## config.mk

```make
export PLATFORM = sky130hd
export DESIGN_NAME = wlpp_scale
export DESIGN_NICKNAME = d
export VERILOG_FILES = /design/src/rtl/core/wlpp_pkg.sv /design/src/rtl/core/wlpp_scale.sv
export SDC_FILE = /design/constraint.sdc
export NUM_CORES = 2
export LEC_CHECK = 0
export CORE_MARGIN = 2
export CORE_UTILIZATION = 30
export DETAILED_ROUTE_END_ITERATION = 6
export DONT_BUFFER_PORTS = 1
export SYNTH_ARGS = -nofsm -noshare
export SYNTH_HDL_FRONTEND = slang
export SYNTH_SLANG_ARGS = --single-unit
```

## constraint.sdc

```tcl
create_clock -name clk -period 10.1 [get_ports clk]
set_input_delay 2.02 -clock clk [delete_from_list [all_inputs] [get_ports clk]]
set_output_delay 2.02 -clock clk [all_outputs]
set_load 0.01 [all_outputs]
```

## src/rtl/core/wlpp_pkg.sv

```systemverilog
// shared types and constants for the window/level pixel packer
package wlpp_pkg;

	// payload widths
	localparam int SAMPLE_BITS = 17;
	localparam int PIXEL_BITS  = 32;
	localparam int SHIFT_BITS  = 26;
	localparam int GAIN_BITS   = 32;
	localparam int MASK_BITS   = 32;
	localparam int COUNT_BITS  = 9;
	localparam int COMP_BITS   = 3;
	localparam int DATA_BITS   = 32;
	localparam int BYTE_BITS   = 8;
	localparam int LEAD_BITS   = $clog2(MASK_BITS);

	// fixed point: sample moves up by the shift fraction bits, product keeps 24 fraction bits
	localparam int SHIFT_FRAC  = 8;
	localparam int FRAC_BITS   = 24;
	localparam int SCALED_BITS = SAMPLE_BITS + SHIFT_FRAC;
	localparam int SUM_BITS    = ((SCALED_BITS > SHIFT_BITS) ? SCALED_BITS : SHIFT_BITS) + 1;
	localparam int PROD_BITS   = SUM_BITS + GAIN_BITS;

	// byte placement under a colour mask starts at the top byte of the mask word
	localparam int BYTE_TOP_SHIFT = MASK_BITS - BYTE_BITS;
	localparam logic [BYTE_BITS-1:0] BYTE_MAX = '1;

	// register reset values
	localparam logic [COMP_BITS-1:0]  RST_COMPONENTS  = COMP_BITS'(1);
	localparam logic [GAIN_BITS-1:0]  RST_GAIN        = GAIN_BITS'(65536);
	localparam logic [MASK_BITS-1:0]  RST_RED_FIELD   = MASK_BITS'(32'h00FF_0000);
	localparam logic [MASK_BITS-1:0]  RST_GREEN_FIELD = MASK_BITS'(32'h0000_FF00);
	localparam logic [MASK_BITS-1:0]  RST_BLUE_FIELD  = MASK_BITS'(32'h0000_00FF);
	localparam logic [COUNT_BITS-1:0] RST_COLOR_CNT   = COUNT_BITS'(150);

	// configuration register indexes
	typedef enum logic [2:0] {
		REG_INDEX_MODE  = 3'd0,
		REG_COMPONENTS  = 3'd1,
		REG_LEVEL_SHIFT = 3'd2,
		REG_GAIN_SCALE  = 3'd3,
		REG_RED_FIELD   = 3'd4,
		REG_GREEN_FIELD = 3'd5,
		REG_BLUE_FIELD  = 3'd6,
		REG_COLOR_COUNT = 3'd7
	} cfg_reg_t;

	// configuration as seen by the datapath, with derived mask alignment and index top
	typedef struct packed {
		logic                         index_mode;
		logic [COMP_BITS-1:0]         components;
		logic signed [SHIFT_BITS-1:0] level_shift;
		logic signed [GAIN_BITS-1:0]  gain_scale;
		logic [MASK_BITS-1:0]         red_field;
		logic [MASK_BITS-1:0]         green_field;
		logic [MASK_BITS-1:0]         blue_field;
		logic [LEAD_BITS-1:0]         red_lead;
		logic [LEAD_BITS-1:0]         green_lead;
		logic [LEAD_BITS-1:0]         blue_lead;
		logic [BYTE_BITS-1:0]         index_top;
	} cfg_t;

endpackage

```

## src/rtl/core/wlpp_scale.sv

```systemverilog
// one channel: level shift add, then gain multiply, each followed by a register
module wlpp_scale (
	input  logic                                   clk,
	input  logic signed [wlpp_pkg::SAMPLE_BITS-1:0] sample_s1,
	input  logic signed [wlpp_pkg::SHIFT_BITS-1:0]  level_shift,
	input  logic signed [wlpp_pkg::GAIN_BITS-1:0]   gain_scale,
	output logic signed [wlpp_pkg::PROD_BITS-1:0]   product_s3
);
	import wlpp_pkg::*;

	logic signed [SUM_BITS-1:0]  scaled;
	logic signed [SUM_BITS-1:0]  shift_ext;
	logic signed [SUM_BITS-1:0]  sum_s2;
	logic signed [PROD_BITS-1:0] sum_ext;
	logic signed [PROD_BITS-1:0] gain_ext;

	// sample in Q.8 plus the shift; cannot overflow the sum width
	assign scaled    = SUM_BITS'($signed({sample_s1, SHIFT_FRAC'(0)}));
	assign shift_ext = SUM_BITS'(level_shift);

	always_ff @(posedge clk) begin
		sum_s2 <= scaled + shift_ext;
	end

	// signed product in Q.24
	assign sum_ext  = PROD_BITS'(sum_s2);
	assign gain_ext = PROD_BITS'(gain_scale);

	always_ff @(posedge clk) begin
		product_s3 <= sum_ext * gain_ext;
	end

endmodule

```

==> impl_metrics.yaml <==
timing:
  rsz0062_at_grt: "no"
  period_share_pct: 86.7
  layout_min_cycle_time_ns: 8.75
  maxSlewHeadroom_pct: 5.98
  hold_viol_final: 0
  worst_slew_pin_slew_ns: 1.41
  maxSlewViolCount: 0
  fin_setup_tns_ns: 0
  clock_skew_ns: 0.0289
  setup_viol: 0
  clock.fmax_ghz: 0.114
global_route:
  grt_pass1_vias: 25200
  grt_overflow_total: 0
  grt_pass1_wl_mm: 146
  grt_max_degree: 33
  antenna_found_initial: 3
  grt_usage_pct: 17.0
setup_path:
  r2r_setup_slack_ns: 1.73
  arrival_ns: 9.07
  critPathCaptureType: "register"
  startpoint_type: "input pin"
  reg2reg_depth: 24
  r2r-end: "product_s3[51]$_DFF_P_"
  criticalPathCategory: "in -> reg"
  worst_ep_required_time_ns: 10.41
  path_max_fanout: 27
  r2r_start: "sum_s2[10]$_DFF_P_"
synth:
  syn_nets: 4697
  yosys-top-cells-count: "941 x inv_1, 887 x fa_1, 498 x nand2_1"
  synth-edff-count: 0
  synth_top_flop_cell: "dfxtp_1"
  synth.avg_cell_area_sq_um: 9.26
  yosysMostFrequentCell: "inv_1"
  synth_top_area_share_pct: 54.0
  synth_seq_cells: 86
  post_synth_num_cell_types: 60
  synth.area.top_cells: "fa_1 54%, inv_1 11%, ha_1 7.1%"
  async_reset_ff_share_pct: 0
  netlist.top_cell.by_area: "fa_1"
  yosysSeqAreaShare_pct: 5.24
  synthesis.area_sq_um: 32900
  synthCells: 3548
  yosys_warnings: 0
clocking:
  cts_resized: 0
  cts_tree: "built"
  cts_hold_buf: 0
  cts.path.max_buffers: 2
  cts_setup_buffers: 0
  clock_sinks: 86
  clkLatencyLatePin_ns: 0.42
  cts-root-buf: "clkbuf_16"
  path_clk_slew_ns: 0.09
  htree_levels: 3
  cts_buffers: 9
hold_path:
  hold_path_end: "product_s3[0]$_DFF_P_"
  hp-class: "reg -> reg"
  hold_start: "sum_s2[0]$_DFF_P_"
  holdPathStages: 1
die:
  dieArea_sq_um: 112000
  die_y_microns: 335
  coreArea_sq_um: 109000
  fp-row-count: 121
  ios: 135
  die_w_microns: 335
  start_util_pct: 30.2
routing:
  vias_per_cell: 4.66
  wire_per_inst_microns: 18.8
  drtPass1Iterations: 5
  ant_nets: 0
  route.detailed.drc: 0
  wirelength_mm: 90.6
  drtIter0Drc: 1345
  vias: 22500
cells_and_area:
  regArea_sq_um: 1750
  fill_cells: 11400
  nets: 4558
  multiInputGateArea_sq_um: 27000
  drive_above_1_share_pct: 2.02
  num_antenna_cells: 0
  syn_to_final_growth_pct: 4.90
run:
  maxCapViolations: 0
status:
  status: "completed"
placed_design:
  place.gp.congestion: 0.880
  place_hpwl_mm: 72.2
  io_buffers: 0
==> cell type report <==
type,instances,area share [%]
Multi-Input combinational cell,2354,78.3
Inverter,942,10.3
Tap cell,1414,5.13
Sequential cell,86,5.07
Clock buffer,9,0.653
Timing Repair Buffer,16,0.348
Clock inverter,7,0.261
==> state kept, by name, indices dropped and copies added (netlist names) <==
| register | count |
|---|---|
| product_s3 | 59 |
| sum_s2 | 27 |
==> routing by layer <==
layer  global-route usage [%]  vias up  share of wire (%)
li1                         -     9801                  -
met2                     30.2      593                 51
met5                        0        -                  0
met4                     4.33        0                2.4
met3                     2.60      121                5.3
met1                     21.5    12000                 41
==> critical path: stages <==
cell and delay, ns:
and2_1 0.17, fa_1 0.53, fa_1 0.52, inv_1 0.05, fa_1 0.50, fa_1 0.53, inv_1 0.06, fa_1 0.53
fa_1 0.50, inv_1 0.05, fa_1 0.47, inv_1 0.04, ha_1 0.42, and4_1 0.36, and3_1 0.24, nand2_1 0.14
nor3_1 0.21, a22o_1 0.24, a21o_1 0.37, a21oi_2 0.18, o221ai_2 0.25, nand3_1 0.18, a21oi_1 0.19, xor2_1 0.27
==> placed cells by master (no fill, tap or decap), types with 12 or more instances in the layout <==
master | synthesis | layout
a21o_1 | 28 | 28
a21oi_1 | 62 | 62
and2_1 | 370 | 370
buf_4 | 0 | 16
dfxtp_1 | 86 | 66
dfxtp_2 | 0 | 20
fa_1 | 887 | 887
ha_1 | 186 | 186
inv_1 | 941 | 941
nand2_1 | 498 | 498
nand2b_1 | 16 | 16
nor2_1 | 60 | 60
nor3_1 | 17 | 17
o21a_1 | 13 | 13
o21ai_0 | 32 | 32
o21bai_1 | 12 | 12
xnor2_1 | 60 | 60
xor2_1 | 14 | 14
==> through the flow <==
stage / utilization [%] / std cells / area (sq um) / hold slack (ns) / setup slack [ns]
global route: 31.7 / 4828 / 34500 / 0.958 / 0.968
floorplan: - / 3548 / 32900 / 0.484 / 1.51
global placement: 31.4 / 4812 / 34100 / 0.914 / 0.694
finish: 31.7 / 4828 / 34500 / 0.936 / 1.35
CTS: 31.7 / 4828 / 34500 / 0.942 / 1.14
detailed placement: 31.4 / 4812 / 34100 / 0.943 / 0.726
==> worst max path at each step <==
stage / start / end / slack [ns]
2_1_floorplan: gain_scale[31] / product_s3[57]$_DFF_P_ / 1.51
3_3_place_gp: gain_scale[7] / product_s3[51]$_DFF_P_ / 0.69
3_5_place_dp: gain_scale[7] / product_s3[51]$_DFF_P_ / 0.73
4_1_cts: gain_scale[7] / product_s3[51]$_DFF_P_ / 1.14
5_1_grt: gain_scale[31] / product_s3[57]$_DFF_P_ / 0.97
6_report: gain_scale[18] / product_s3[56]$_DFF_P_ / 1.35
==> cells by family after synthesis <==
logic type                 share of synthesized area (%)
buffers and inverters                               12.7
adders and majority gates                           61.1
and+or+nand+nor                                     14.8
AOI/OAI and AO/OA                                   4.14
DFF                                                 5.24
xor gates and xnor gates                            1.97
muxes                                             0.0609
Power is not shown: default switching activity piles up to over one toggle a cycle in this logic, so the estimate is an artifact.
