### config.mk
export PLATFORM = sky130hd
export DESIGN_NAME = wlpp_cfg_regs
export DESIGN_NICKNAME = d
export VERILOG_FILES = /design/src/rtl/core/wlpp_pkg.sv /design/src/rtl/core/wlpp_cfg_regs.sv
export SDC_FILE = /design/constraint.sdc
export NUM_CORES = 1
export LEC_CHECK = 0
export BUFFER_PORTS_ARGS = -buffer_cell sky130_fd_sc_hd__buf_2
export CELL_PAD_IN_SITES_DETAIL_PLACEMENT = 0
export CELL_PAD_IN_SITES_GLOBAL_PLACEMENT = 1
export CORE_MARGIN = 2
export CORE_UTILIZATION = 38
export DETAILED_ROUTE_END_ITERATION = 7
export GPL_ROUTABILITY_DRIVEN = 0
export HOLD_SLACK_MARGIN = 0.03
export PLACE_DENSITY = 0.85
export SYNTH_ARGS = -nofsm -noshare
export SYNTH_HDL_FRONTEND = slang
export SYNTH_SLANG_ARGS = --single-unit
### constraint.sdc
create_clock -name clk -period 2.05 [get_ports clk]
set_clock_uncertainty 0.1 [all_clocks]
set_input_delay 0.205 -clock clk [delete_from_list [all_inputs] [get_ports clk]]
set_output_delay 0.205 -clock clk [all_outputs]
set_load 0.01 [all_outputs]
### src/rtl/core/wlpp_pkg.sv
// shared types and constants for the window/level pixel packer
package wlpp_pkg;

	// payload widths
	localparam int SAMPLE_BITS = 17;
	localparam int PIXEL_BITS  = 32;
	localparam int SHIFT_BITS  = 26;
	localparam int GAIN_BITS   = 32;
	localparam int MASK_BITS   = 32;
	localparam int COUNT_BITS  = 9;
	localparam int COMP_BITS   = 3;
	localparam int DATA_BITS   = 32;
	localparam int BYTE_BITS   = 8;
	localparam int LEAD_BITS   = $clog2(MASK_BITS);

	// fixed point: sample moves up by the shift fraction bits, product keeps 24 fraction bits
	localparam int SHIFT_FRAC  = 8;
	localparam int FRAC_BITS   = 24;
	localparam int SCALED_BITS = SAMPLE_BITS + SHIFT_FRAC;
	localparam int SUM_BITS    = ((SCALED_BITS > SHIFT_BITS) ? SCALED_BITS : SHIFT_BITS) + 1;
	localparam int PROD_BITS   = SUM_BITS + GAIN_BITS;

	// byte placement under a colour mask starts at the top byte of the mask word
	localparam int BYTE_TOP_SHIFT = MASK_BITS - BYTE_BITS;
	localparam logic [BYTE_BITS-1:0] BYTE_MAX = '1;

	// register reset values
	localparam logic [COMP_BITS-1:0]  RST_COMPONENTS  = COMP_BITS'(1);
	localparam logic [GAIN_BITS-1:0]  RST_GAIN        = GAIN_BITS'(65536);
	localparam logic [MASK_BITS-1:0]  RST_RED_FIELD   = MASK_BITS'(32'h00FF_0000);
	localparam logic [MASK_BITS-1:0]  RST_GREEN_FIELD = MASK_BITS'(32'h0000_FF00);
	localparam logic [MASK_BITS-1:0]  RST_BLUE_FIELD  = MASK_BITS'(32'h0000_00FF);
	localparam logic [COUNT_BITS-1:0] RST_COLOR_CNT   = COUNT_BITS'(150);

	// configuration register indexes
	typedef enum logic [2:0] {
		REG_INDEX_MODE  = 3'd0,
		REG_COMPONENTS  = 3'd1,
		REG_LEVEL_SHIFT = 3'd2,
		REG_GAIN_SCALE  = 3'd3,
		REG_RED_FIELD   = 3'd4,
		REG_GREEN_FIELD = 3'd5,
		REG_BLUE_FIELD  = 3'd6,
		REG_COLOR_COUNT = 3'd7
	} cfg_reg_t;

	// configuration as seen by the datapath, with derived mask alignment and index top
	typedef struct packed {
		logic                         index_mode;
		logic [COMP_BITS-1:0]         components;
		logic signed [SHIFT_BITS-1:0] level_shift;
		logic signed [GAIN_BITS-1:0]  gain_scale;
		logic [MASK_BITS-1:0]         red_field;
		logic [MASK_BITS-1:0]         green_field;
		logic [MASK_BITS-1:0]         blue_field;
		logic [LEAD_BITS-1:0]         red_lead;
		logic [LEAD_BITS-1:0]         green_lead;
		logic [LEAD_BITS-1:0]         blue_lead;
		logic [BYTE_BITS-1:0]         index_top;
	} cfg_t;

endpackage

### src/rtl/core/wlpp_cfg_regs.sv
// configuration registers with mask leading-zero counts and index top value
module wlpp_cfg_regs (
	input  logic                      clk,
	input  logic                      arst_n,
	input  logic                      cfg_valid,
	output logic                      cfg_ready,
	input  wlpp_pkg::cfg_reg_t        cfg_index,
	input  logic [wlpp_pkg::DATA_BITS-1:0] cfg_data,
	output wlpp_pkg::cfg_t            cfg
);
	import wlpp_pkg::*;

	logic                    index_mode_q;
	logic [COMP_BITS-1:0]    components_q;
	logic [SHIFT_BITS-1:0]   level_shift_q;
	logic [GAIN_BITS-1:0]    gain_scale_q;
	logic [MASK_BITS-1:0]    red_field_q;
	logic [MASK_BITS-1:0]    green_field_q;
	logic [MASK_BITS-1:0]    blue_field_q;
	logic [COUNT_BITS-1:0]   color_count_q;
	logic [LEAD_BITS-1:0]    red_lead_q;
	logic [LEAD_BITS-1:0]    green_lead_q;
	logic [LEAD_BITS-1:0]    blue_lead_q;
	logic [BYTE_BITS-1:0]    index_top_q;
	logic [BYTE_BITS-1:0]    index_top_d;

	// leading zeros of a mask by a five-step binary search; zero mask gives all ones
	function automatic logic [LEAD_BITS-1:0] lead_zeros(input logic [MASK_BITS-1:0] m);
		logic [MASK_BITS-1:0] x;
		logic [LEAD_BITS-1:0] n;
		x = m;
		n = '0;
		for (int i = LEAD_BITS - 1; i >= 0; i--) begin
			if ((x >> (MASK_BITS - (1 << i))) == '0) begin
				n[i] = 1'b1;
				x = x << (1 << i);
			end
		end
		return n;
	endfunction

	assign cfg_ready = 1'b1;

	// register writes
	always_ff @(posedge clk or negedge arst_n) begin
		if (!arst_n) begin
			index_mode_q  <= 1'b0;
			components_q  <= RST_COMPONENTS;
			level_shift_q <= '0;
			gain_scale_q  <= RST_GAIN;
			red_field_q   <= RST_RED_FIELD;
			green_field_q <= RST_GREEN_FIELD;
			blue_field_q  <= RST_BLUE_FIELD;
			color_count_q <= RST_COLOR_CNT;
		end else if (cfg_valid && cfg_ready) begin
			unique case (cfg_index)
				REG_INDEX_MODE:  index_mode_q  <= cfg_data[0];
				REG_COMPONENTS:  components_q  <= cfg_data[COMP_BITS-1:0];
				REG_LEVEL_SHIFT: level_shift_q <= cfg_data[SHIFT_BITS-1:0];
				REG_GAIN_SCALE:  gain_scale_q  <= cfg_data[GAIN_BITS-1:0];
				REG_RED_FIELD:   red_field_q   <= cfg_data[MASK_BITS-1:0];
				REG_GREEN_FIELD: green_field_q <= cfg_data[MASK_BITS-1:0];
				REG_BLUE_FIELD:  blue_field_q  <= cfg_data[MASK_BITS-1:0];
				REG_COLOR_COUNT: color_count_q <= cfg_data[COUNT_BITS-1:0];
				default:         color_count_q <= color_count_q;
			endcase
		end
	end

	// top palette index: zero count acts as one, counts above 256 saturate
	always_comb begin
		priority if (color_count_q == '0) begin
			index_top_d = '0;
		end else if (color_count_q > COUNT_BITS'(256)) begin
			index_top_d = BYTE_MAX;
		end else begin
			index_top_d = BYTE_BITS'(color_count_q - COUNT_BITS'(1));
		end
	end

	// derived values are registered and follow the registers in the next cycle
	always_ff @(posedge clk or negedge arst_n) begin
		if (!arst_n) begin
			red_lead_q   <= lead_zeros(RST_RED_FIELD);
			green_lead_q <= lead_zeros(RST_GREEN_FIELD);
			blue_lead_q  <= lead_zeros(RST_BLUE_FIELD);
			index_top_q  <= BYTE_BITS'(RST_COLOR_CNT - COUNT_BITS'(1));
		end else begin
			red_lead_q   <= lead_zeros(red_field_q);
			green_lead_q <= lead_zeros(green_field_q);
			blue_lead_q  <= lead_zeros(blue_field_q);
			index_top_q  <= index_top_d;
		end
	end

	// bundle for the datapath
	always_comb begin
		cfg.index_mode  = index_mode_q;
		cfg.components  = components_q;
		cfg.level_shift = level_shift_q;
		cfg.gain_scale  = gain_scale_q;
		cfg.red_field   = red_field_q;
		cfg.green_field = green_field_q;
		cfg.blue_field  = blue_field_q;
		cfg.red_lead    = red_lead_q;
		cfg.green_lead  = green_lead_q;
		cfg.blue_lead   = blue_lead_q;
		cfg.index_top   = index_top_q;
	end

endmodule

==> impl_summary.txt <==
----------------------------------------------------
[Global route]
  Total GRT Usage ... 22.2%
  Overflow left after global routing ... 0
  Number of global-route vias before repair ... 6035
  First-pass GRT wire length ... between 30000 and 40000 um
  Maximum number of pins on one net before global-route repair ... between 80 and 90
  Initial antenna violation count ... 0

[Routing]
  Via density per instance ... approximately 5.3
  Sum of routed wire length over all layers ... 25100 um
  Number of DRC violations after detailed routing ... 0
  Initial drt markers ... around 320
  Detailed-route via count ... approximately 6300
  Antenna-violating nets left ... 0
  Wire length per cell after detailed routing ... between 20 and 25 um
  Detailed Routing Iterations Pass 1 ... 5

[Synthesis]
  Number of synthesized flops with an enable pin ... 0
  Primary FF master, synth ... sky130_fd_sc_hd__dfrtp_1
  Top area cells in the synthesized netlist ... sky130_fd_sc_hd__dfrtp_1 47%, sky130_fd_sc_hd__mux2_2 23%, sky130_fd_sc_hd__dfstp_2 12%
  Register area share after synthesis ... between 50% and 60%
  Cell area after technology mapping ... 8080 um^2
  Count of different cell masters after synthesis ... 60
  Mean area per synthesized cell ... around 14 um^2
  Share of Yosys cell area claimed by the top area cell type ... around 47%
  Net count of the mapped netlist ... around 620
  Largest area contributor in the netlist ... sky130_fd_sc_hd__dfrtp_1
  Synth async-reset ratio ... 100%
  Synth Register Bits ... 190
  Count of mapped cells out of synthesis ... 584
  Synthesis warning total ... 0

[Outcome]
  Violated checks ... negative setup slack
  Outcome ... finished with violations

[Worst setup path]
  CP Class ... reg2reg
  Critical path fanouts, max ... 3
  Kind of capture point of the worst setup path ... register
  Type of origin of the critical path ... register
  Worst Path Required ... ~2.3 ns
  Worst reg-to-reg path cell count ... 6
  Data arrival time at the worst-slack endpoint ... between 2 and 2.5 ns

[STA]
  Worst Slack Setup Final ... -0.0578 ns
  Fin Hold WS ... approximately 0.045 ns
  Rel. slew slack ... ~66%
  Setup repair after global routing missed its margin ... true
  Total of endpoints with negative setup slack in the final report ... 3
  Post-route fraction of the period consumed by the critical path ... 103%
  Count of final hold-check violations ... 0
  Worst-Margin Slew ... a little over 0.5 ns
  Max-slew violation total from the final report ... 0
  Post-layout min period ... approximately 2.1 ns
  Fmax ... ~470 MHz

[Final layout]
  Register Area ... just under 5000 um^2
  Non-filler instance count after layout ... between 1000 and 1500
  Post-route cell area ... approximately 11000 um^2
  Antenna cells ... 0
  Proportion of layout cells with a drive suffix above 1 ... between 60% and 70%
  Synth-to-layout area growth ... 35.7%
  Footprint of the multi-input gates ... about 3300 um^2
  Layout filler cell count ... 1846
  Number of nets in the layout ... around 900

[Placed design]
  Placed instance area ... between 10000 and 15000 um^2
  Final HPWL from detailed placement ... roughly 18000 um
  Cell count after placement ... around 1100
  # port buffers ... roughly 220
  Dpl ws ... -0.151 ns

[Die]
  Area of the placeable core ... ~21000 um^2
  Number of placement rows ... 53
  Number of placed I/O pins ... 220
  Vertical extent of the die ... 150 um
  Starting density of the core ... a little under 40%
  Die boundary width ... between 100 and 150 um
  Die footprint ... roughly 22000 um^2

[CTS]
  Maximum buffer depth of the clock tree ... 2
  TritonCTS clock tree ... done
  Worst-Skew Late Latency ... 0.43 ns
  Worst-path clk slew ... around 0.070 ns
  Total CTS buffers ... 17
  Number of levels in the clock H-tree ... 4
  CTS sink cnt ... 190
  Clk root buf ... sky130_fd_sc_hd__clkbuf_16

[Power]
  Total power divided by cell area ... around 1100 nW/um^2
  Worst IR drop on VDD ... between 0.6 and 0.7 mV
  Static leakage ... 5.04 nW

[Worst hold path]
  Worst hold-check path type ... in2reg
  Hold Path Stages ... 2

[Run]
  Max Cap Violations ... 0

----------------------------------------------------
[metrics by stage]
stage,util (%),setup TNS (ns),total power [mW]
after floorplan,-,-0.0451,6.91
after global placement,48.1,-0.153,8.72
after detailed placement,48.1,-0.366,8.81
after CTS,51.6,0,12.3
after global routing,52.3,-0.479,12.9
final,52.3,-0.112,12.3
[critical path, stage by stage (launching register included)]
cell                       delay (ns)
sky130_fd_sc_hd__dfrtp_1         0.37
sky130_fd_sc_hd__or2_1           0.28
sky130_fd_sc_hd__nor4_4          0.23
sky130_fd_sc_hd__or4b_4          0.52
sky130_fd_sc_hd__a21oi_1         0.17
sky130_fd_sc_hd__a41o_1          0.21
sky130_fd_sc_hd__a311oi_2        0.10
[path summary, 6_finish.rpt]
check,start,to,slack [ns]
min reg2reg,components_q[1]$_DFFE_PN0P_,components_q[1]$_DFFE_PN0P_,0.40
min,cfg_data[4],gain_scale_q[4]$_DFFE_PN0P_,0.05
max in group asynchronous,arst_n,red_lead_q[3]$_DFF_PN1_,0.99
max reg2reg,blue_field_q[28]$_DFFE_PN0P_,blue_lead_q[1]$_DFF_PN0_,-0.06
max,blue_field_q[28]$_DFFE_PN0P_,blue_lead_q[1]$_DFF_PN0_,-0.06
min in group asynchronous,arst_n,gain_scale_q[1]$_DFFE_PN0P_,0.11
[what timing repair did]
action | 4_1_cts | 5_1_grt
resized for setup | 8 | 26
setup endpoints to repair | 5 | 11
pin swaps | 0 | 9
gates cloned | 0 | 0
hold buffers | 9 | 1
setup buffers | 0 | 2
hold endpoints to repair | 192 | 1
[Yosys cell counts (4+ instances only)]
cell                       number
sky130_fd_sc_hd__mux2_2       167
sky130_fd_sc_hd__dfrtp_1      152
sky130_fd_sc_hd__dfstp_2       38
sky130_fd_sc_hd__nor2_1        31
sky130_fd_sc_hd__o21ai_0       19
sky130_fd_sc_hd__a21oi_1       17
sky130_fd_sc_hd__clkbuf_1      17
sky130_fd_sc_hd__nand2_1       14
sky130_fd_sc_hd__nor3_1        10
sky130_fd_sc_hd__nor4_1        10
sky130_fd_sc_hd__a221oi_1       9
sky130_fd_sc_hd__a31o_2         7
sky130_fd_sc_hd__nand3_1        7
sky130_fd_sc_hd__inv_1          5
sky130_fd_sc_hd__o31ai_1        5
sky130_fd_sc_hd__buf_2          4
sky130_fd_sc_hd__nand4_1        4
sky130_fd_sc_hd__o21a_1         4
sky130_fd_sc_hd__xor2_1         4
[kinds of logic (layout without fill, tap and decap cells)]
family	after synthesis	in the layout	synth area share, %
other	1	1	0.0464
XOR/XNOR	5	5	0.542
buffers and inverters	31	346	1.73
multiplexers	168	168	23.4
AO/OA/AOI/OAI	85	85	7.40
flip-flops	190	190	59.4
AND/OR/NAND/NOR	100	100	6.91
adder cells (fa/ha/maj)	4	4	0.557
[final cells by class]
class	count	area share, %
clock buffers	20	4.25
clock inverters	12	1.36
multi-input cells	363	30.2
repair buffers	308	17.0
inverters	6	0.205
well taps	275	3.14
flip-flops and latches	190	43.8
[routing by layer]
layer,GRT usage [%],share of wire (%),up-vias
met2,36.5,49,252
met3,5.61,6.7,39
met4,6.18,1.9,0
met1,29.4,42,3200
li1,-,-,2781
met5,0,0,-
[registers in the layout, indices dropped and copies added (netlist names)]
| name | count |
|---|---|
| level_shift_q | 26 |
| color_count_q | 9 |
| red_lead_q | 5 |
| gain_scale_q | 32 |
| green_field_q | 32 |
| green_lead_q | 5 |
| index_mode_q | 1 |
| blue_field_q | 32 |
| index_top_q | 8 |
| components_q | 3 |
| red_field_q | 32 |
| blue_lead_q | 5 |
[report_power, final]
group	switching [mW]	internal (mW)
sequential	0.661	4.69
clock	1.49	1.93
combinational	1.79	1.74
[cell usage in the layout (no fill, tap or decap), drive strengths merged, types with 4 or more instances in the layout]
cell,netlist,routed
o21a,4,4
inv,6,12
buf,8,297
nand4,4,4
nand3,7,7
xor2,4,4
nor2,31,31
clkbuf,17,21
nor4,14,14
o31ai,5,5
o21ai,19,19
a21oi,17,17
dfstp,38,38
dlygate4sd3,0,10
dfrtp,152,152
a31o,7,7
nand2,14,14
nor3,10,10
a221oi,10,10
mux2,167,167
Note: power is estimated with default switching activity, not from simulation.
