### config.mk
export PLATFORM = sky130hd
export DESIGN_NAME = wlpp_pack
export DESIGN_NICKNAME = d
export VERILOG_FILES = /design/src/rtl/core/wlpp_pkg.sv /design/src/rtl/core/wlpp_pack.sv
export SDC_FILE = /design/constraint.sdc
export NUM_CORES = 1
export LEC_CHECK = 0
export BUFFER_PORTS_ARGS = -buffer_cell sky130_fd_sc_hd__buf_2
export CAP_MARGIN = 0
export CORE_AREA = 3 3 154 156
export DETAILED_ROUTE_END_ITERATION = 6
export DIE_AREA = 0 0 157 159
export PLACE_DENSITY = 0.53
export SLEW_MARGIN = 10
export SYNTH_ARGS = -nofsm -noshare
export SYNTH_HDL_FRONTEND = slang
export SYNTH_SLANG_ARGS = --single-unit
### constraint.sdc
create_clock -name clk -period 0.9 [get_ports clk]
set_clock_uncertainty 0.1 [all_clocks]
set_input_delay 0.09 -clock clk [delete_from_list [all_inputs] [get_ports clk]]
set_output_delay 0.09 -clock clk [all_outputs]
set_load 0.05 [all_outputs]
### src/rtl/core/wlpp_pkg.sv
// shared types and constants for the window/level pixel packer
package wlpp_pkg;

	// payload widths
	localparam int SAMPLE_BITS = 17;
	localparam int PIXEL_BITS  = 32;
	localparam int SHIFT_BITS  = 26;
	localparam int GAIN_BITS   = 32;
	localparam int MASK_BITS   = 32;
	localparam int COUNT_BITS  = 9;
	localparam int COMP_BITS   = 3;
	localparam int DATA_BITS   = 32;
	localparam int BYTE_BITS   = 8;
	localparam int LEAD_BITS   = $clog2(MASK_BITS);

	// fixed point: sample moves up by the shift fraction bits, product keeps 24 fraction bits
	localparam int SHIFT_FRAC  = 8;
	localparam int FRAC_BITS   = 24;
	localparam int SCALED_BITS = SAMPLE_BITS + SHIFT_FRAC;
	localparam int SUM_BITS    = ((SCALED_BITS > SHIFT_BITS) ? SCALED_BITS : SHIFT_BITS) + 1;
	localparam int PROD_BITS   = SUM_BITS + GAIN_BITS;

	// byte placement under a colour mask starts at the top byte of the mask word
	localparam int BYTE_TOP_SHIFT = MASK_BITS - BYTE_BITS;
	localparam logic [BYTE_BITS-1:0] BYTE_MAX = '1;

	// register reset values
	localparam logic [COMP_BITS-1:0]  RST_COMPONENTS  = COMP_BITS'(1);
	localparam logic [GAIN_BITS-1:0]  RST_GAIN        = GAIN_BITS'(65536);
	localparam logic [MASK_BITS-1:0]  RST_RED_FIELD   = MASK_BITS'(32'h00FF_0000);
	localparam logic [MASK_BITS-1:0]  RST_GREEN_FIELD = MASK_BITS'(32'h0000_FF00);
	localparam logic [MASK_BITS-1:0]  RST_BLUE_FIELD  = MASK_BITS'(32'h0000_00FF);
	localparam logic [COUNT_BITS-1:0] RST_COLOR_CNT   = COUNT_BITS'(150);

	// configuration register indexes
	typedef enum logic [2:0] {
		REG_INDEX_MODE  = 3'd0,
		REG_COMPONENTS  = 3'd1,
		REG_LEVEL_SHIFT = 3'd2,
		REG_GAIN_SCALE  = 3'd3,
		REG_RED_FIELD   = 3'd4,
		REG_GREEN_FIELD = 3'd5,
		REG_BLUE_FIELD  = 3'd6,
		REG_COLOR_COUNT = 3'd7
	} cfg_reg_t;

	// configuration as seen by the datapath, with derived mask alignment and index top
	typedef struct packed {
		logic                         index_mode;
		logic [COMP_BITS-1:0]         components;
		logic signed [SHIFT_BITS-1:0] level_shift;
		logic signed [GAIN_BITS-1:0]  gain_scale;
		logic [MASK_BITS-1:0]         red_field;
		logic [MASK_BITS-1:0]         green_field;
		logic [MASK_BITS-1:0]         blue_field;
		logic [LEAD_BITS-1:0]         red_lead;
		logic [LEAD_BITS-1:0]         green_lead;
		logic [LEAD_BITS-1:0]         blue_lead;
		logic [BYTE_BITS-1:0]         index_top;
	} cfg_t;

endpackage

### src/rtl/core/wlpp_pack.sv
// clamp of the three channel products and packing under the colour masks
module wlpp_pack (
	input  logic                                   clk,
	input  logic                                   arst_n,
	input  logic                                   valid_s3,
	input  wlpp_pkg::cfg_t                         cfg,
	input  logic signed [wlpp_pkg::PROD_BITS-1:0]   red_prod_s3,
	input  logic signed [wlpp_pkg::PROD_BITS-1:0]   green_prod_s3,
	input  logic signed [wlpp_pkg::PROD_BITS-1:0]   blue_prod_s3,
	output logic                                   done,
	output logic [wlpp_pkg::PIXEL_BITS-1:0]         pixel_word
);
	import wlpp_pkg::*;

	localparam int INT_BITS = PROD_BITS - FRAC_BITS - 1;

	logic                   gray;
	logic                   use_index;
	logic [BYTE_BITS-1:0]   red_top;
	logic [BYTE_BITS-1:0]   red_byte;
	logic [BYTE_BITS-1:0]   green_byte;
	logic [BYTE_BITS-1:0]   blue_byte;
	logic [BYTE_BITS-1:0]   green_sel;
	logic [BYTE_BITS-1:0]   blue_sel;
	logic [MASK_BITS-1:0]   packed_word;
	logic [PIXEL_BITS-1:0]  word_d;
	logic [PIXEL_BITS-1:0]  pixel_word_q;
	logic                   done_q;

	// non-positive products give zero, else the integer part saturated at top
	function automatic logic [BYTE_BITS-1:0] clamp_byte(
		input logic signed [PROD_BITS-1:0] p,
		input logic [BYTE_BITS-1:0]        top
	);
		logic [INT_BITS-1:0]  v;
		logic [BYTE_BITS-1:0] res;
		v = p[PROD_BITS-2:FRAC_BITS];
		if (p[PROD_BITS-1]) begin
			res = '0;
		end else if (v > INT_BITS'(top)) begin
			res = top;
		end else begin
			res = v[BYTE_BITS-1:0];
		end
		return res;
	endfunction

	// byte aligned to the top set bit of the mask, then masked
	function automatic logic [MASK_BITS-1:0] place_under(
		input logic [MASK_BITS-1:0] mask,
		input logic [LEAD_BITS-1:0] lead,
		input logic [BYTE_BITS-1:0] b
	);
		logic [MASK_BITS-1:0] top_aligned;
		top_aligned = {b, BYTE_TOP_SHIFT'(0)};
		return mask & (top_aligned >> lead);
	endfunction

	// channel selection by component count
	assign gray      = (cfg.components[COMP_BITS-1:1] == '0);
	assign use_index = gray && cfg.index_mode;
	assign red_top   = use_index ? cfg.index_top : BYTE_MAX;

	assign red_byte   = clamp_byte(red_prod_s3, red_top);
	assign green_byte = clamp_byte(green_prod_s3, BYTE_MAX);
	assign blue_byte  = clamp_byte(blue_prod_s3, BYTE_MAX);

	always_comb begin
		if (gray) begin
			green_sel = red_byte;
			blue_sel  = red_byte;
		end else if (cfg.components == COMP_BITS'(2)) begin
			green_sel = green_byte;
			blue_sel  = red_byte;
		end else begin
			green_sel = green_byte;
			blue_sel  = blue_byte;
		end
	end

	// packed word or palette index
	assign packed_word = place_under(cfg.red_field, cfg.red_lead, red_byte)
		| place_under(cfg.green_field, cfg.green_lead, green_sel)
		| place_under(cfg.blue_field, cfg.blue_lead, blue_sel);

	assign word_d = use_index ? PIXEL_BITS'(red_byte) : packed_word[PIXEL_BITS-1:0];

	// result register
	always_ff @(posedge clk) begin
		if (valid_s3) begin
			pixel_word_q <= word_d;
		end
	end

	always_ff @(posedge clk or negedge arst_n) begin
		if (!arst_n) begin
			done_q <= 1'b0;
		end else begin
			done_q <= valid_s3;
		end
	end

	assign done       = done_q;
	assign pixel_word = pixel_word_q;

endmodule

==> run_results.csv, run 1 <==
group,metric,value,unit
outcome,status,"finished with violations",
outcome,violations,"negative setup slack",
critical_path,worstSetupPathType,"primary input to flop",
synth,synth_top_cells_by_count,"nor2_1 (77), nand2_1 (74), nand3_1 (53), clkbuf_1 (52), nand4_1 (42)",
clock_network,h-tree-depth,2,
power,ir_drop,846,uV
cells_and_area,drive_gt1_frac,0.568,
grt,grt_max_degree,32,
timing,relSlewSlack,0.335,
synth,synth_mux_area_frac,0.0670,
floorplan,pin_count,394,
grt,grt_pass1_wl,51.7,mm
floorplan,row_count,55,
power,switchingPower,3.80,mW
critical_path,cp_top_family,"multiplexers",
cells_and_area,nFillCells,2160,
cells_and_area,layout.nets,1690,
synth,yosysTopAreaCell,"edfxtp_1",
detailed_routing,ant_nets,0,
grt,grt_pass1_vias,9224,
synth,post-synth-top-count-cell,"nor2_1",
power,internal-power,5.93,mW
critical_path,setup.worst_path.start,"cfg[179]",
cells_and_area,final_area,0.0113,mm2
cells_and_area,area_growth,94.7,%
cells_and_area,diodes,0,
critical_path,worst-path-max-fanout,6,
cells_and_area,seq_area,986,um2
synth,synth-xor-area-share,0,
synth,synth.top_cell.area_share,0.166,
place,io_buffers,263,
floorplan,dieArea,0.0250,mm2
critical_path,worst-path-buf-inv,5,
grt,grt_util_all_layers,0.262,
critical_path,path_cells,"buf_8 -> buf_12 -> nor4b_4 -> ha_1 -> a2111oi_4 -> buf_4 -> o31ai_4 -> nor2_4 -> buf_6 -> o311ai_4 -> buf_4 -> mux2_4 -> mux4_2 -> mux2_4 -> nand4b_1 -> o211ai_1",
timing,drv_slew,0,
detailed_routing,drtPass1Iterations,7,
power,p_leak,4.81,nW
clock_network,cts_tree,"done",
worst_hold_path,hold_class,"primary input to async pin",
synth,avgSynthCellArea,7.25,um2
critical_path,crit_path_start_kind,"primary input",
synth,synthesis.nets,1168,
timing,tightestPinTransition,991,ps
place,place_area,0.00952,mm2
synth,postSynthCellCount,799,
synth,synth_simple_gate_area_share,0.337,
floorplan,die_h,159,um
clock_network,cts_buffer_depth,2,
clock_network,cts_sinks,33,
floorplan,core,0.0225,mm2
synth,synthesis.area,0.00579,mm2
critical_path,required,820,ps
power,power.total,9.73,mW
synth,synth_ff_type,"edfxtp_1",
grt,grt.overflow.total,0,
timing,post-route-min-period,3500,ps
cells_and_area,multi_input_area,0.00552,mm2
synth,synthAdderAreaFrac,0.0173,
floorplan,initial_core_util,0.257,
place,dp_hpwl,28.0,mm
detailed_routing,wire_per_inst,21.9,um
critical_path,cp_slowest_cell,"mux4_2",
clock_network,cts.clk_slew.worst_paths,60,ps
detailed_routing,vias,9423,
power,seqPwrFrac,0.201,
synth,yosysSeqAreaShare,0.170,
synth,synth_compound_gate_area_share,0.349,
clock_network,cts_root_buffer,"clkbuf_16",
detailed_routing,drtIter0Drc,799,
synth,yosysWarnings,0,
detailed_routing,drt_wl_total,35.2,mm
floorplan,dieWidth,157,um
place,place.gp.congestion,1.02,
critical_path,critPathArrivalTime,3420,ps
timing,setup_viol,65,
power,switching_share,0.391,
detailed_routing,drc,0,
critical_path,slowest_delay,550,ps
critical_path,cp-end-kind,"flop",
synth,async_reset_ff_frac,0.0303,
synth,synth_seq_cells,33,
synth,synth.distinct_cells,86,
timing,hold_viol_final,0,
clock_network,cts_buffers,5,
timing,setup_ws,-2600,ps
timing,fmax,285,MHz
timing,timing.setup.tns,-83730,ps
detailed_routing,via_per_inst,5.86,
grt,grt_antenna_before_repair,1,
power,power_frac_clock,0.214,
synth,synth_top_family_by_area,"compound AO/OA/AOI/OAI gates",
run,max_cap_viol_count,0,
timing,fin_crit_sh,3.89,
power,p_per_area,863,mW/mm2
synth,synth.area.top_cells,"edfxtp_1 (17%), nor2_1 (5.0%), nand2_1 (4.8%)",
timing,rsz0062_at_grt,"yes",
power,comb_power_share,0.585,
synth,synth_edf_count,32,
[routing by layer]
metal  vias up  wire (um)  GRT usage
met5         -          7          0
met1      4442      14000      0.349
met4         2       1470     0.0864
met3       108       3460     0.0476
met2       570      16200      0.428
li1       4301          -          -
[layout make-up]
type / count / area share
Inverter: 23 / 0.00766
Timing Repair Buffer: 580 / 0.369
Sequential cell: 33 / 0.0874
Clock buffer: 7 / 0.0127
Multi-Input combinational cell: 678 / 0.489
Tap cell: 285 / 0.0316
Clock inverter: 1 / 0.00266
[timing repair]
item | CTS | global route
setup buffers | 25 | 13
pin swaps | 54 | 49
endpoints found under the hold margin | 2 | 0
gates resized for setup | 219 | 73
endpoints found under the setup margin | 65 | 65
hold buffers | 2 | 0
gates cloned | 1 | 1
[placed cells by master (no fill, tap or decap), types with 20 or more instances in the layout]
cell type  synthesis  final
a31oi_1           37     31
buf_2              9    228
buf_4              2    270
buf_6              0     71
edfxtp_1          32     32
inv_1             20     20
nand2_1           74     67
nand3_1           53     43
nand4_1           42     42
nor2_1            77     68
nor4_1            29     22
[worst max-delay path by stage]
stage                     endpoint  slack, ps  cells after the start
detailed placement  pixel_word[17]      -3220                     16
CTS                 pixel_word[17]      -2570                     16
floorplan           pixel_word[17]      -2770                     16
finish              pixel_word[17]      -2600                     16
global route        pixel_word[17]      -2740                     17
global placement     pixel_word[5]      -3120                     16
[sequential cells by signal, summed over array words and instances, names as in the netlist]
name	cells
done	1
pixel_word	32
[power groups by stage]
stage / sequential [mW] / clock [mW] / combinational (mW)
2_1_floorplan: 2.47 / 0 / 1.68
4_1_cts: 1.96 / 2.04 / 5.34
6_report: 1.96 / 2.08 / 5.69
5_1_grt: 1.97 / 2.14 / 5.97
3_5_place_dp: 1.95 / 0 / 4.59
3_3_place_gp: 1.95 / 0 / 4.58
[logic make-up after synthesis]
family,count (synthesis)
and+or+nand+nor,371
AOI/OAI and AO/OA,267
buffers and inverters,88
DFF,33
muxes,32
adders and majority gates,8
[stage by stage]
| step | setup slack [ps] | util | std cells | hold WS [ps] |
|---|---|---|---|---|
| 3_3_place_gp | -3120 | 0.423 | 1566 | -234 |
| 3_5_place_dp | -3220 | 0.423 | 1566 | -233 |
| 4_1_cts | -2570 | 0.483 | 1602 | 7.75 |
| 6_report | -2600 | 0.501 | 1607 | 7.21 |
| 2_1_floorplan | -2770 | - | 799 | -306 |
| 5_1_grt | -2740 | 0.501 | 1607 | 34.8 |
(Power assumes the default switching activity.)
==> run 2, diff against run 1 <==
Settings changed: CORE_AREA 3 3 154 156 to 3 3 152 154, DIE_AREA 0 0 157 159 to 0 0 155 157, PLACE_DENSITY 0.53 to 0.54.
==> run 2 against run 1 <==
  * Worst hold slack gained 15 ps
  * The run still ends with negative setup slack left
  * Total power shrank 0.12%
  * Maximum frequency shrank 2.6%
  * Utilization grew 1.7 points
  * Global-route usage grew 0.50 points
  * Clock power shrank 6%
  * First-iteration DRC count shrank 1.3%
==> run_results.csv, run 2 (synthesis gave the netlist of run 1 again) <==
group,metric,value,unit
timing,post-route-min-period,3600,ps
clock_network,cts_tree,"done",
worst_hold_path,hold_class,"primary input to async pin",
clock_network,h-tree-depth,2,
detailed_routing,drtPass1Iterations,6,
power,switching_share,0.394,
grt,grt_max_degree,32,
cells_and_area,final_cell_mix,"buf_4 (281), buf_2 (228), buf_6 (69), nor2_1 (68), nand2_1 (68)",
place,dp.cells,1563,
critical_path,cp-end-kind,"flop",
place,io_buffers,263,
critical_path,critPathArrivalTime,3520,ps
power,power_frac_clock,0.201,
grt,grt_antenna_before_repair,1,
detailed_routing,drc,0,
floorplan,row_count,54,
critical_path,slowest_delay,560,ps
critical_path,path_cells,"buf_8 -> or3b_4 -> nor2_4 -> ha_4 -> and4bb_2 -> nand2_2 -> o31a_1 -> buf_4 -> nand4_1 -> o311ai_4 -> buf_4 -> mux2_4 -> mux4_2 -> mux2_4 -> nand4b_1 -> o211ai_1",
detailed_routing,drt_wl_total,35.3,mm
place,dp_hpwl,28.2,mm
clock_network,cts_sinks,33,
outcome,violations,"negative setup slack",
critical_path,worstSetupPathType,"primary input to flop",
timing,fmax,278,MHz
detailed_routing,via_per_inst,5.81,
floorplan,initial_core_util,0.265,
timing,hold_viol_final,0,
grt,grt_pass1_vias,9004,
critical_path,worst-path-max-fanout,7,
power,internal-power,5.89,mW
timing,setup_viol,65,
timing,fin_crit_sh,4.00,
detailed_routing,vias,9350,
cells_and_area,final_common_cell,"buf_4",
floorplan,dieWidth,155,um
outcome,status,"finished with violations",
detailed_routing,ant_nets,0,
timing,holdWs,22.1,ps
floorplan,pin_count,394,
critical_path,cp_slowest_cell,"mux4_2",
critical_path,cp_top_family,"multiplexers",
place,place.gp.congestion,0.981,
power,seqPwrFrac,0.202,
critical_path,required,820,ps
cells_and_area,drive_gt1_frac,0.577,
power,switchingPower,3.83,mW
timing,setup_ws,-2700,ps
cells_and_area,layout.nets,1696,
power,ir_drop,720,uV
clock_network,cts_buffer_depth,2,
floorplan,die_h,157,um
floorplan,dieArea,0.0243,mm2
grt,grt_util_all_layers,0.267,
cells_and_area,largest_reg_flops,32,
timing,rsz0062_at_grt,"yes",
power,p_per_area,859,mW/mm2
clock_network,cts.clk_slew.worst_paths,50,ps
grt,grt_pass1_wl,51.0,mm
power,comb_power_share,0.598,
power,power.total,9.72,mW
detailed_routing,drtIter0Drc,789,
timing,tightestPinTransition,640,ps
run,max_cap_viol_count,0,
cells_and_area,area_growth,95.3,%
cells_and_area,nFillCells,2127,
cells_and_area,layout.cells.non_filler,1609,
floorplan,core,0.0218,mm2
cells_and_area,multi_input_area,0.00556,mm2
place,dpl_worst_slack,-3120,ps
timing,drv_slew,0,
critical_path,crit_path_start_kind,"primary input",
cells_and_area,final_util,0.518,
timing,relSlewSlack,0.568,
power,p_leak,4.77,nW
clock_network,cts_root_buffer,"clkbuf_16",
grt,grt.overflow.total,0,
critical_path,worst-path-buf-inv,3,
detailed_routing,wire_per_inst,22.0,um
cells_and_area,seq_area,986,um2
clock_network,cts_buffers,5,
## run 2: power by group through the flow
| stage | sequential [mW] | combinational (mW) | clock (mW) |
|---|---|---|---|
| 4_1_cts | 1.96 | 5.23 | 1.96 |
| 6_report | 1.96 | 5.81 | 1.95 |
| 2_1_floorplan | 2.47 | 1.68 | 0 |
| 3_3_place_gp | 1.95 | 4.64 | 0 |
| 3_5_place_dp | 1.95 | 4.64 | 0 |
| 5_1_grt | 1.97 | 6.10 | 2.03 |
## run 2: through the flow
stage | area (um2) | setup TNS [ps]
2_1_floorplan | 5940 | -81600
3_3_place_gp | 9490 | -92640
3_5_place_dp | 9490 | -94150
4_1_cts | 10500 | -83740
5_1_grt | 11300 | -89700
6_report | 11300 | -84910
## run 2: layer usage
metal / up-vias / part of all wire / track usage
li1: 4316 / - / -
met1: 4420 / 0.40 / 0.361
met2: 539 / 0.47 / 0.448
met3: 75 / 0.091 / 0.0289
met4: 0 / 0.030 / 0.0875
met5: - / 0 / 0
## run 2: how the worst max path moves through the flow
stage	to	cells past startpoint	slack, ps	start
after CTS	pixel_word[17]	16	-2600	cfg[179]
final	pixel_word[17]	16	-2700	cfg[178]
after global placement	pixel_word[1]	13	-3070	cfg[178]
after global routing	pixel_word[7]	14	-2790	cfg[178]
after floorplan	pixel_word[17]	16	-2770	cfg[179]
after detailed placement	pixel_word[1]	13	-3120	cfg[178]
## run 2: area by class of cell
type,count,share of cell area
Tap cell,280,0.0310
Inverter,23,0.00764
Antenna cell,1,0.000221
Clock buffer,6,0.0114
Timing Repair Buffer,586,0.368
Multi-Input combinational cell,678,0.491
Sequential cell,33,0.0872
Clock inverter,2,0.00299
## run 2: timing repair
item / 4_1_cts / 5_1_grt
hold buffers: 1 / 0
setup buffers: 20 / 21
resized for setup: 174 / 123
endpoints found under the setup margin: 65 / 65
endpoints found under the hold margin: 1 / 0
pin swaps: 34 / 70
cloned: 0 / 2
